### config.mk
export PLATFORM = sky130hd
export DESIGN_NAME = fptb_walk
export DESIGN_NICKNAME = d
export VERILOG_FILES = /design/src/rtl/core/fptb_pkg.sv /design/src/rtl/core/fptb_walk.sv
export SDC_FILE = /design/constraint.sdc
export NUM_CORES = 1
export LEC_CHECK = 0
export CELL_PAD_IN_SITES_DETAIL_PLACEMENT = 1
export CELL_PAD_IN_SITES_GLOBAL_PLACEMENT = 2
export CORE_ASPECT_RATIO = 0.5
export CORE_MARGIN = 2
export CORE_UTILIZATION = 25
export DETAILED_ROUTE_END_ITERATION = 12
export DONT_BUFFER_PORTS = 1
export PLACE_DENSITY_LB_ADDON = 0.1
export SETUP_SLACK_MARGIN = 0.1
export SYNTH_ARGS = -nofsm -noshare
export SYNTH_HDL_FRONTEND = slang
export SYNTH_SLANG_ARGS = --single-unit
### constraint.sdc
create_clock -name clk -period 12.8 [get_ports clk]
set_input_delay 0.64 -clock clk [delete_from_list [all_inputs] [get_ports clk]]
set_output_delay 0.64 -clock clk [all_outputs]
set_load 0.02 [all_outputs]
### src/rtl/core/fptb_pkg.sv
package fptb_pkg;

  localparam int MAX_POOL_TABLES   = 256;
  localparam int ENTRIES_PER_TABLE = 512;
  localparam int TBL_W             = $clog2(MAX_POOL_TABLES);
  localparam int SLOT_W            = $clog2(ENTRIES_PER_TABLE);
  localparam int MEM_DEPTH         = MAX_POOL_TABLES * ENTRIES_PER_TABLE;
  localparam int MEM_AW            = TBL_W + SLOT_W;

  localparam int ENTRY_W   = 48;
  localparam int OFS_W     = 12;
  localparam int PAGE_W    = ENTRY_W - OFS_W;
  localparam int ATTR_W    = 12;
  localparam int CNT_W     = 8;
  localparam int POOL_W    = 9;
  localparam int RTBL_W    = 8;
  localparam int CFG_W     = 36;
  localparam int CFG_IDX_W = 1;
  localparam int LVL_W     = 2;
  localparam int MAX_FREE  = 255;

  localparam logic [OFS_W-1:0]  LINK_FLAGS       = 12'h003;
  localparam logic [SLOT_W-1:0] HIGH_HALF_OFFSET = SLOT_W'(256);
  localparam logic [CNT_W-1:0]  MIN_FREE         = 8'd3;
  localparam logic [POOL_W-1:0] POOL_RESET       = 9'd256;
  localparam logic [LVL_W-1:0]  LVL_LAST         = 2'd2;

  localparam logic REQ_MAP       = 1'b0;
  localparam logic REQ_READ      = 1'b1;
  localparam logic STATUS_DONE   = 1'b0;
  localparam logic STATUS_REJECT = 1'b1;

  typedef enum logic [CFG_IDX_W-1:0] {
    CFG_POOL_BASE   = 1'b0,
    CFG_POOL_TABLES = 1'b1
  } cfg_idx_t;

  typedef struct packed {
    logic              req_type;
    logic [47:0]       virt_addr;
    logic              high_half;
    logic [ATTR_W-1:0] page_attr;
    logic [RTBL_W-1:0] read_table;
    logic [SLOT_W-1:0] read_slot;
  } req_t;

  typedef struct packed {
    logic               status;
    logic [ENTRY_W-1:0] read_data;
    logic [CNT_W-1:0]   tables_free;
  } res_t;

  typedef struct packed {
    logic               we;
    logic [MEM_AW-1:0]  waddr;
    logic [ENTRY_W-1:0] wdata;
    logic [MEM_AW-1:0]  raddr;
  } mem_cmd_t;

endpackage

### src/rtl/core/fptb_walk.sv
module fptb_walk (
  input  logic                             clk,
  input  logic                             rst,
  input  logic                             cfg_we,
  input  logic [fptb_pkg::CFG_IDX_W-1:0]   cfg_index,
  input  logic [fptb_pkg::CFG_W-1:0]       cfg_data,
  input  logic                             in_valid,
  output logic                             in_ready,
  input  fptb_pkg::req_t                   in_item,
  output logic                             res_valid,
  input  logic                             res_ready,
  output fptb_pkg::res_t                   res_item,
  output fptb_pkg::mem_cmd_t               mem_cmd,
  input  logic [fptb_pkg::ENTRY_W-1:0]     mem_rdata
);
  import fptb_pkg::*;

  typedef enum logic [5:0] {
    S_CLEAR = 6'b000001,
    S_IDLE  = 6'b000010,
    S_RD    = 6'b000100,
    S_EV    = 6'b001000,
    S_LEAF  = 6'b010000,
    S_DONE  = 6'b100000
  } state_t;

  state_t             state;
  logic [MEM_AW-1:0]  clr_addr;
  logic [PAGE_W-1:0]  pool_base;
  logic [POOL_W-1:0]  pool_tables;
  logic [CNT_W-1:0]   free_cnt;
  logic               is_read;
  logic [PAGE_W-1:0]  va_pg;
  logic [ATTR_W-1:0]  attr;
  logic [SLOT_W-1:0]  idx4;
  logic [SLOT_W-1:0]  rd_slot;
  logic [LVL_W-1:0]   lvl;
  logic [TBL_W-1:0]   cur_tbl;
  logic               status;
  logic [ENTRY_W-1:0] rdata_q;

  logic [SLOT_W-1:0]  slot_sel;
  logic [MEM_AW-1:0]  walk_addr;
  logic [PAGE_W-1:0]  entry_pg;
  logic               linked;
  logic [TBL_W-1:0]   link_tbl;
  logic [TBL_W-1:0]   alloc_tbl;
  logic [ENTRY_W-1:0] link_entry;
  logic               accept;

  function automatic logic [CNT_W-1:0] reload_free(input logic [POOL_W-1:0] pt);
    logic [POOL_W-1:0] f;
    f = (pt != '0) ? pt - 1'b1 : '0;
    return (f > POOL_W'(MAX_FREE)) ? CNT_W'(MAX_FREE) : CNT_W'(f);
  endfunction

  always_comb begin
    priority if (is_read) begin
      slot_sel = rd_slot;
    end else if (lvl == 2'd0) begin
      slot_sel = idx4;
    end else if (lvl == 2'd1) begin
      slot_sel = va_pg[3*SLOT_W-1:2*SLOT_W];
    end else begin
      slot_sel = va_pg[2*SLOT_W-1:SLOT_W];
    end
  end

  assign walk_addr  = {cur_tbl, slot_sel};
  assign entry_pg   = mem_rdata[ENTRY_W-1:OFS_W];
  assign linked     = (entry_pg != '0);
  assign link_tbl   = TBL_W'(entry_pg - pool_base);
  assign alloc_tbl  = (pool_tables >= {1'b0, free_cnt}) ?
                      TBL_W'(pool_tables - {1'b0, free_cnt}) : '0;
  assign link_entry = {PAGE_W'(pool_base + PAGE_W'(alloc_tbl)), LINK_FLAGS};

  always_comb begin
    mem_cmd.we    = 1'b0;
    mem_cmd.waddr = walk_addr;
    mem_cmd.wdata = link_entry;
    mem_cmd.raddr = walk_addr;
    unique case (state)
      S_CLEAR: begin
        mem_cmd.we    = 1'b1;
        mem_cmd.waddr = clr_addr;
        mem_cmd.wdata = '0;
      end
      S_EV: begin
        mem_cmd.we = !is_read && !linked;
      end
      S_LEAF: begin
        mem_cmd.we    = 1'b1;
        mem_cmd.waddr = {cur_tbl, va_pg[SLOT_W-1:0]};
        mem_cmd.wdata = {va_pg, attr};
      end
      default: begin
        mem_cmd.we = 1'b0;
      end
    endcase
  end

  assign in_ready  = (state == S_IDLE);
  assign accept    = in_valid && in_ready;
  assign res_valid = (state == S_DONE);
  assign res_item  = '{status: status, read_data: rdata_q, tables_free: free_cnt};

  always_ff @(posedge clk) begin
    if (rst) begin
      state       <= S_CLEAR;
      clr_addr    <= '0;
      pool_base   <= '0;
      pool_tables <= POOL_RESET;
      free_cnt    <= reload_free(POOL_RESET);
    end else begin
      unique case (state)
        S_CLEAR: begin
          clr_addr <= clr_addr + 1'b1;
          if (&clr_addr) begin
            state <= S_IDLE;
          end
        end
        S_IDLE: begin
          if (accept) begin
            is_read <= (in_item.req_type == REQ_READ);
            va_pg   <= in_item.virt_addr[47:OFS_W];
            attr    <= in_item.page_attr;
            idx4    <= in_item.virt_addr[47:39] +
                       (in_item.high_half ? HIGH_HALF_OFFSET : '0);
            rd_slot <= in_item.read_slot;
            lvl     <= '0;
            cur_tbl <= (in_item.req_type == REQ_READ) ? TBL_W'(in_item.read_table) : '0;
            rdata_q <= '0;
            if (in_item.req_type == REQ_MAP && free_cnt <= MIN_FREE) begin
              status <= STATUS_REJECT;
              state  <= S_DONE;
            end else begin
              status <= STATUS_DONE;
              state  <= S_RD;
            end
          end
        end
        S_RD: begin
          state <= S_EV;
        end
        S_EV: begin
          if (is_read) begin
            rdata_q <= mem_rdata;
            state   <= S_DONE;
          end else begin
            if (linked) begin
              cur_tbl <= link_tbl;
            end else begin
              cur_tbl  <= alloc_tbl;
              free_cnt <= free_cnt - 1'b1;
            end
            lvl   <= lvl + 1'b1;
            state <= (lvl == LVL_LAST) ? S_LEAF : S_RD;
          end
        end
        S_LEAF: begin
          state <= S_DONE;
        end
        S_DONE: begin
          if (res_ready) begin
            state <= S_IDLE;
          end
        end
        default: begin
          state <= S_CLEAR;
        end
      endcase
      if (cfg_we) begin
        if (cfg_index == CFG_POOL_BASE) begin
          pool_base <= cfg_data[PAGE_W-1:0];
        end else begin
          pool_tables <= cfg_data[POOL_W-1:0];
          free_cnt    <= reload_free(cfg_data[POOL_W-1:0]);
        end
      end
    end
  end

endmodule

==> metrics.txt, run 1 <==
first-pass GRT wire length=roughly 54 mm; IO Pins=a little over 300; nets=~1,300; Worst Setup SP=free_cnt[1]$_SDFF_PP1_; Avg Cell Area, Syn=between 9 and 10 µm²; standard-cell rows=52; Cell variety after synth=70; TritonRoute pass-1 iters=6; Rel. slew slack=16.1%; Switching Power=a little under 400 µW; vias in the first global route=8,269; Worst Hold Class=in -> reg; Yosys Warn Count=0; final setup TNS=0 ps; final WL=~36 mm; Area Overhead vs Synth=11.2%; RD Place Congestion=just over 0.8; status=finished clean; vias per std cell=between 4 and 5; period utilization=46.8%; initial antenna violation count=6; die height=between 100 and 150 µm; Setup Fix Bufs, Post-CTS=0; # DRC=0; area leader, netlist=edfxtp_1; crit path time final=around 6000 ps; Seq pwr share=roughly half; Die ar.=0.0431 mm²; Static Leak=0.00386 µW; post_cts resized=0; Gate Count Post-Synth=~1,100; CTS tree=built; worst-path fanout max=18; Crit. End Element=output port; Reg-to-Reg Start=state[5]$_SDFFE_PP0P_; WP data arrival=about 5400 ps; H-tree levels=4; clock share of power=40.0%; most frequent cells in the layout=nand2_1 (208), edfxtp_1 (118), dfxtp_1 (76); Die W=approximately 290 µm; clk slew on worst S/H paths=~80 ps; RSZ-0062 raised after global routing=no; reg2reg setup slack=9700 ps; pin count of the biggest net entering global routing=75; fill cell count=between 4,000 and 5,000; Post-synth EDFFs=about 120; Gate power share=approximately a tenth; Final Instance Count excl. Fillers=1,622; Num CTS Buffers=17; Root Driver=clkbuf_16; Placed Instance Area=~0.011 mm²; total gr overflow=0; most common cell after layout, fill and taps aside=nand2_1; fmax=between 150 and 200 MHz; Seq/Total Area, Yosys=between 40% and 50%; wire per inst=around 22 µm; CP required=12,160 ps; synth top area cells=edfxtp_1 (34%), dfxtp_1 (15%), nand2_1 (7.6%); post-synthesis async set-or-reset flop share=0%; met1 Use GR=between 20% and 30%; cell area after layout=between 0.01 and 0.015 mm²; crit path launch type=flip-flop; reg2reg path depth=5; Cell Int Power=a little under 1000 µW; Hold Buf Count CTS=0; M3 GR Usage=4.71%; DP HPWL=~28 mm; All-Layer GR Usage=between 15 and 20%; DR vias=about 7,900; post-layout util=about 28%; Slew @ Worst Pin=around 1200 ps; Power Dens Cells=approximately 120 mW/mm²; dpl ws=just over 7000 ps; Hold Crit Depth=1; clk sink count=just under 200; count of input and output buffers=0; top cell type's share of synthesized area=between 30% and 40%; max-cap viol count=0; final worst slack=6810 ps; syn_nets=between 1,000 and 1,500; GR Util met2=approximately 29%; Initial DRC Count=335; final setup skew=between 15 and 20 ps; Slew Viols, Final=0; Synth Cell Area=about 0.010 mm²; Max clock buf depth=2; Core ar.=slightly above 0.04 mm²; Hold Vio Cnt, Final=0; final setup fails=0; worst-skew pair later-pin latency=470 ps; flops & latches, synth=between 150 and 200; critical path class=reg -> out; Initial Util=approximately a quarter; r2r endpoint=va_pg[9]$_DFFE_PP_; layout cell share with drive strength beyond 1=under 10%; Worst VDD drop=0.0914 mV; sw frac=28.6%; most used routing layer=met2; Critical Path Sink=mem_cmd[42]; Placed Cells=1,584; ys flop type=edfxtp_1; Antenna Nets Post-Route=0
==> synth_stat cells (6+ instances only) <==
master	n
or4_1	7
xor2_1	23
nand3_1	33
o21ai_0	35
nor3_2	6
dfxtp_1	76
inv_1	45
nand4_1	15
nor2_1	61
and3_1	6
nor3_1	21
a21oi_1	69
o31ai_1	20
nand2_1	208
ha_1	30
xnor2_1	36
and2_1	64
nor4_1	11
buf_2	11
and4_1	7
a211oi_1	13
a31oi_1	7
o31ai_2	6
clkbuf_1	37
edfxtp_1	118
nor2b_1	28
==> worst min path at each step <==
stage | from | to | slack (ps)
floorplan | pool_tables[0]$_SDFFE_PP0P_ | pool_tables[0]$_SDFFE_PP0P_ | 440
global placement | pool_tables[0]$_SDFFE_PP0P_ | pool_tables[0]$_SDFFE_PP0P_ | 440
detailed placement | pool_tables[0]$_SDFFE_PP0P_ | pool_tables[0]$_SDFFE_PP0P_ | 450
CTS | rst | pool_base[35]$_SDFFE_PP0P_ | 190
global route | rst | pool_base[5]$_SDFFE_PP0P_ | 200
finish | rst | pool_base[5]$_SDFFE_PP0P_ | 240
==> power groups by stage <==
stage / logic, µW / registers [µW] / clock network [µW]
after floorplan: 95.7 / 695 / 0
after global placement: 128 / 701 / 0
after detailed placement: 129 / 701 / 0
after CTS: 130 / 687 / 567
after global routing: 143 / 689 / 588
final: 127 / 687 / 543
==> kinds of logic (layout without fill, tap and decap cells) <==
kind of cell / count (synthesis) / in the layout / synth area share (%)
other: 0 / 6 / 0
muxes: 5 / 5 / 0.484
xor gates and xnor gates: 59 / 59 / 5.00
AOI/OAI and AO/OA: 192 / 192 / 11.7
buffers and inverters: 99 / 88 / 3.89
and+or+nand+nor: 503 / 503 / 25.5
adders and majority gates: 35 / 35 / 4.41
DFF: 194 / 194 / 49.0
==> area by class of cell <==
class	count	area, µm²	area share, %
antenna	6	15.0	0.131
clock buffer	17	425	3.70
clock inverter	15	149	1.30
inverter	45	169	1.47
multi-input combinational	794	4910	42.7
sequential	194	5060	44.1
tap	540	676	5.88
timing repair buffer	11	82.6	0.718
==> flip-flops by register name (all words and copies together), names as in the netlist <==
| register | count |
|---|---|
| pool_base | 36 |
| cur_tbl | 8 |
| lvl | 2 |
| free_cnt | 8 |
| rdata_q | 48 |
| va_pg | 36 |
| attr | 12 |
| idx4 | 1 |
| pool_tables | 9 |
| state | 6 |
| rd_slot | 9 |
| is_read | 1 |
| clr_addr | 17 |
| status | 1 |
==> layer usage <==
layer | vias to the layer above | share of wire, %
met5 | - | 0
met4 | 0 | 1.9
met3 | 34 | 5.2
met2 | 175 | 49
met1 | 3911 | 44
li1 | 3785 | -
==> worst max-delay path: stages (launching register included) <==
cell      delay (ps)
dfxtp_1          590
inv_1            160
ha_1             350
nor2b_1          150
o31a_1           300
o211ai_1         340
nand2_1          240
nand2_1          230
inv_1             60
ha_1             260
a21oi_1          220
o22ai_1          170
o21ai_2          770
nor3_1           140
xnor2_1          190
o21ai_0          670
==> per-stage QoR <==
step	total power, µW	hold WS (ps)
finish	1360	244
global route	1420	203
CTS	1380	194
detailed placement	831	447
global placement	829	445
floorplan	791	436
(Power assumes the default switching activity.)
==> run 2: changes to the inputs <==
==> constraint.sdc (replaced) <==
create_clock -name clk -period 5.3 [get_ports clk]
set_input_delay 0.265 -clock clk [delete_from_list [all_inputs] [get_ports clk]]
set_output_delay 0.265 -clock clk [all_outputs]
set_load 0.02 [all_outputs]
==> metrics.txt, run 2 (synthesis gave the netlist of run 1 again) <==
Die ar.=0.0431 mm² (unchanged); Slew Viols, Final=0 (unchanged); DR vias=8,577 (+8.5%); layout cell share with drive strength beyond 1=9.42% (+1.6 points); clock share of power=37.5% (-2.5 points); vias per std cell=4.81 (-1.4%); worst-path fanout max=18 (unchanged); final setup fails=0 (unchanged); critical path class=reg -> out; H-tree levels=4 (unchanged); final setup TNS=0 ps (unchanged); All-Layer GR Usage=17.8% (+0.90 points); initial antenna violation count=2 (-4); max-cap viol count=0 (unchanged); worst-skew pair later-pin latency=460 ps (about the same); fill cell count=4,635 (-0.88%); Power Dens Cells=254 mW/mm² (+110%); Seq pwr share=49.9% (-0.7 points); Setup Fix Bufs, Post-CTS=0 (unchanged); wire per inst=21.7 µm (-3.5%); registers with the most flip-flops=rdata_q x48, pool_base x36, va_pg x36; sw frac=27.9% (-0.71 points); die height=148 µm (unchanged); Min-Delay Startpoint=in_item[12]; Crit. End Element=output port; IO Pins=311 (unchanged); Num CTS Buffers=17 (unchanged); pin count of the biggest net entering global routing=68 (-9.3%); Root Driver=clkbuf_16; Gate power share=12.6% (+3.2 points); crit path launch type=flip-flop; Most flops, register=rdata_q; TritonRoute pass-1 iters=5 (-1); Initial Util=25.5% (unchanged); WP data arrival=4670 ps (-680 ps); Hold Vio Cnt, Final=0 (unchanged); Static Leak=0.00458 µW (+19%); number of flip-flops under the largest register name=48 (unchanged); Area Overhead vs Synth=26.8%; status=finished clean; final setup skew=12.8 ps (-4.85 ps); clk sink count=194 (unchanged); Core ar.=0.0406 mm² (unchanged); Initial DRC Count=354 (+5.7%); standard-cell rows=52 (unchanged); Switching Power=928 µW (+140%); count of input and output buffers=0 (unchanged); most common cell after layout, fill and taps aside=nand2_1; clk slew on worst S/H paths=80 ps (about the same); first-pass GRT wire length=57.1 mm (+6.0%); reg2reg setup slack=2250 ps (-7450 ps); Hold Crit Depth=2 (+1); Multi-input gate area=0.00495 mm² (+0.71%); Max clock buf depth=2 (unchanged); Slew @ Worst Pin=1140 ps (-111 ps); Worst VDD drop=0.224 mV (+140%); RSZ-0062 raised after global routing=yes; final worst slack=362 ps (-6450 ps); fmax=203 MHz; Reg-to-Reg Start=state[5]$_SDFFE_PP0P_; RD Place Congestion=0.813 (+0.91%); nets=1,431 (+13%); register area=0.00507 mm² (+0.15%); most frequent cells in the layout=nand2_1 (208), dlygate4sd3_1 (142), edfxtp_1 (118); reg2reg path depth=5 (unchanged); crit path time final=about 4900 ps; vias in the first global route=8,941 (+8.1%); worst hold endpoint=cur_tbl[3]$_DFFE_PP_; # DRC=0 (unchanged); Antenna Nets Post-Route=0 (unchanged); CTS tree=built; Rel. slew slack=23.5% (+7.5 points); final WL=38.7 mm (+6.2%); period utilization=93.2%; total gr overflow=0 (unchanged); Die W=292 µm (unchanged); Worst Hold Class=in -> reg; CP required=5040 ps (-7120 ps); DP HPWL=28.6 mm (+1.9%); dpl ws=608 ps (-6510 ps); r2r endpoint=va_pg[9]$_DFFE_PP_; Cell Int Power=2400 µW (+150%)
## run 2: timing repair
item	in CTS	in global routing
pin swaps	0	0
setup endpoints to repair	1	25
hold endpoints to repair	175	2
hold buffers	141	2
gates resized for setup	1	12
gates cloned	0	0
## run 2: layout make-up
| class | count | area share [%] |
|---|---|---|
| Inverter | 45 | 1.29 |
| Sequential cell | 194 | 38.7 |
| Tap cell | 540 | 5.15 |
| Multi-Input combinational cell | 794 | 37.7 |
| Clock buffer | 18 | 3.27 |
| Timing Repair Buffer | 177 | 13.0 |
| Clock inverter | 14 | 0.811 |
| Antenna cell | 2 | 0.0382 |
## run 2: through the flow
step,power [µW],hold WS [ps],utilization [%],cells,area [µm²]
final,3330,29.4,32.3,1784,13100
after global routing,3490,2.76,32.3,1784,13100
after CTS,3390,0.768,32.1,1780,13000
after detailed placement,2010,347,27.3,1607,11100
after global placement,2010,345,27.3,1607,11100
after floorplan,1910,364,-,1087,10300
## run 2: routing by layer
| metal | vias to the layer above | wire length (µm) | share of wire [%] | global-route usage, % |
|---|---|---|---|---|
| met4 | 0 | 648 | 1.7 | 5.39 |
| met3 | 30 | 1550 | 4.0 | 3.71 |
| met2 | 186 | 19100 | 49 | 30.7 |
| li1 | 4114 | - | - | - |
| met1 | 4247 | 17400 | 45 | 22.5 |
| met5 | - | 0 | 0 | 0 |
## run 2: worst max path at each step
| stage | startpoint | endpoint | slack [ps] | depth (start not counted) |
|---|---|---|---|---|
| floorplan | state[3]$_SDFFE_PP0P_ | attr[0]$_DFFE_PP_ | 720 | 5 |
| global placement | free_cnt[2]$_SDFF_PP1_ | mem_cmd[39] | 660 | 18 |
| detailed placement | free_cnt[2]$_SDFF_PP1_ | mem_cmd[39] | 610 | 18 |
| CTS | free_cnt[5]$_SDFF_PP1_ | mem_cmd[39] | 120 | 18 |
| global route | free_cnt[3]$_SDFF_PP1_ | mem_cmd[59] | 80 | 17 |
| finish | free_cnt[3]$_SDFF_PP1_ | mem_cmd[46] | 360 | 16 |
## run 2: power by group through the flow
stage          Combinational (µW)  Sequential (µW)  Clock (µW)
2_1_floorplan                 231             1680           0
3_3_place_gp                  316             1690           0
3_5_place_dp                  320             1690           0
4_1_cts                       423             1660        1300
5_1_grt                       461             1660        1370
6_report                      419             1660        1250
## run 2: critical path, cell delays in order (launching register included)
cell and delay (ps):
dfxtp_2 450, inv_1 120, ha_1 290, or4_1 550, o211ai_1 310, nand2_1 220
nand2_1 250, inv_1 70, ha_1 270, a21oi_1 270, o22ai_2 150, o21ai_2 170
buf_4 290, nor2_1 110, xnor2_1 150, o31ai_1 330, buf_4 220
==> run 3: changes to the inputs <==
==> constraint.sdc (replaced) <==
create_clock -name clk -period 5.3 [get_ports clk]
set_input_delay 0.795 -clock clk [delete_from_list [all_inputs] [get_ports clk]]
set_output_delay 0.795 -clock clk [all_outputs]
set_load 0.02 [all_outputs]
==> metrics.txt, run 3 (synthesis gave the netlist of run 1 again) <==
status=finished clean; Die W=292 µm (unchanged); Area Overhead vs Synth=17.6%; worst-path fanout max=18 (unchanged); Slew Viols, Final=0 (unchanged); Slew @ Worst Pin=1110 ps (-26.4 ps); TritonRoute pass-1 iters=4 (-1); DP HPWL=28.4 mm (-0.72%); final setup fails=0 (unchanged); final setup TNS=0 ps (unchanged); H-tree levels=4 (unchanged); total gr overflow=0 (unchanged); Cell Int Power=2410 µW (+0.62%); Power Dens Cells=276 mW/mm² (+8.9%); first-pass GRT wire length=54.4 mm (-4.8%); clock share of power=40.4% (+2.9 points); sw frac=28.2% (+0.25 points); CP required=4510 ps (-530 ps); hold_ws=396 ps (+366 ps); fill cell count=4,597 (-0.82%); die height=148 µm (unchanged); Max clock buf depth=2 (unchanged); clk slew on worst S/H paths=90 ps (about the same); most used cell, CP=buf_4; standard-cell rows=52 (unchanged); Initial Util=25.5% (unchanged); vias per std cell=4.82 (+0.19%); RD Place Congestion=0.816 (+0.27%); Worst Hold Class=in -> reg; Hold Vio Cnt, Final=0 (unchanged); number of flip-flops under the largest register name=48 (unchanged); Crit-path slowest cell=or4_1; most frequent cells in the layout=nand2_1 (206), edfxtp_1 (118), dfxtp_1 (75); Placed Cells=1,633 (+1.6%); Worst VDD drop=0.230 mV (+2.9%); layout cell share with drive strength beyond 1=15.1% (+5.6 points); IO Pins=311 (unchanged); Hold Buf Count CTS=0 (-100%); Crit. End Element=output port; Seq pwr share=49.2% (-0.7 points); most common cell after layout, fill and taps aside=nand2_1; registers with the most flip-flops=rdata_q x48, pool_base x36, va_pg x36; Die ar.=0.0431 mm² (unchanged); RSZ-0062 raised after global routing=yes; fmax=202 MHz (-0.27%); worst-skew pair later-pin latency=470 ps (about the same); Initial DRC Count=312 (-12%); pin count of the biggest net entering global routing=75 (+10%); critical path class=reg -> out; Most flops, register=rdata_q; Antenna Nets Post-Route=0 (unchanged); Switching Power=946 µW (+1.9%); count of input and output buffers=0 (unchanged); Core ar.=0.0406 mm² (unchanged); vias in the first global route=8,322 (-6.9%); final setup skew=13.6 ps (+0.822 ps); clk sink count=194 (unchanged); reg2reg setup slack=2010 ps (-240 ps); Rel. slew slack=25.3% (+1.8 points); Final Instance Count excl. Fillers=1,673 (-6.2%); wire per inst=22.1 µm (+1.6%); largest stage delay on the critical path=540 ps (about the same); CTS tree=built; nets=1,318 (-7.9%); crit path launch type=flip-flop; post-layout util=29.9% (-2.4 points); Root Driver=clkbuf_16; cell chain of the critical path=inv_1, ha_4, or4_1, o211ai_1, buf_4, and2_4, nor3_2, ha_1, o21ai_1, a21oi_2, o21ai_2, buf_12, nor4_2, xnor2_1, buf_4, o31ai_2, buf_4; initial antenna violation count=4 (+2); final WL=36.9 mm (-4.7%); Gate power share=10.4% (-2.2 points); period utilization=93.4% (+0.25 points); Static Leak=0.00416 µW (-9.1%); max-cap viol count=0 (unchanged); All-Layer GR Usage=17.1% (-0.71 points); crit path time final=4950 ps (+13.4 ps); # DRC=0 (unchanged); DR vias=8,059 (-6.0%); WP data arrival=4160 ps (-510 ps); Num CTS Buffers=17 (unchanged)
==> run 3: cell types whose count changed in the layout (fill, tap and decap cells not counted), sizes merged, moves of 2 or more <==
| cell | before | now |
|---|---|---|
| dlygate4sd3 | 142 | 0 |
| buf | 35 | 64 |
| inv | 50 | 53 |
| clkinv | 8 | 5 |
| diode | 2 | 4 |
==> run 3: final cells by class <==
cell class / instances / area, µm² / share of cell area, %
antenna: 4 / 10.0 / 0.0824
clock buffer: 17 / 425 / 3.50
clock inverter: 15 / 166 / 1.37
inverter: 45 / 169 / 1.39
multi-input combinational: 794 / 5130 / 42.2
sequential: 194 / 5070 / 41.7
tap: 540 / 676 / 5.56
timing repair buffer: 64 / 505 / 4.16
==> run 3: per-stage QoR <==
step                      setup slack, ps  total power (µW)  cell area, µm²
after global placement                473              2010           11300
after global routing                 72.1              3520           12100
after floorplan                       662              1910           10300
after CTS                            80.5              3400           11900
final                                 349              3360           12200
after detailed placement              465              2020           11300
==> run 3: what timing repair did <==
action                                  in CTS  in global routing
resized for setup                            7                 42
endpoints found under the hold margin        0                  0
buffers inserted                             1                  3
pin swaps                                    1                  9
gates cloned                                 0                  0
endpoints found under the setup margin      20                 27
==> run 3: worst max-delay path: cells and delay by family, from the launching register on <==
kind                       cells  cell delay, ps
and+or+nand+nor                4            1070
AOI/OAI and AO/OA              5             860
buffers and inverters          5             770
adders and majority gates      2             510
DFF                            1             330
xor gates and xnor gates       1             110
==> run 3: per-layer routing <==
| metal | GRT usage, % | up-vias | wire length [µm] |
|---|---|---|---|
| li1 | - | 3885 | - |
| met1 | 21.2 | 3974 | 16300 |
| met2 | 28.7 | 164 | 17900 |
| met3 | 4.45 | 36 | 1700 |
| met4 | 6.26 | 0 | 957 |
| met5 | 0 | - | 0 |
==> run 3: final timing paths <==
kind                                             startpoint                     endpoint  depth (start not counted)
worst min-delay path                                    rst  pool_tables[5]$_SDFFE_PP0P_                          1
worst min register to register  pool_tables[0]$_SDFFE_PP0P_  pool_tables[0]$_SDFFE_PP0P_                          2
worst max-delay path                 free_cnt[3]$_SDFF_PP1_                  mem_cmd[58]                         17
worst max register to register        state[0]$_SDFFE_PP1P_    rdata_q[14]$_SDFFCE_PN0P_                          6
==> run 3: power by group through the flow <==
| stage | Combinational, µW | Sequential [µW] | Clock (µW) |
|---|---|---|---|
| floorplan | 231 | 1680 | 0 |
| global placement | 329 | 1690 | 0 |
| detailed placement | 333 | 1690 | 0 |
| CTS | 337 | 1650 | 1410 |
| global route | 389 | 1660 | 1470 |
| finish | 349 | 1650 | 1360 |
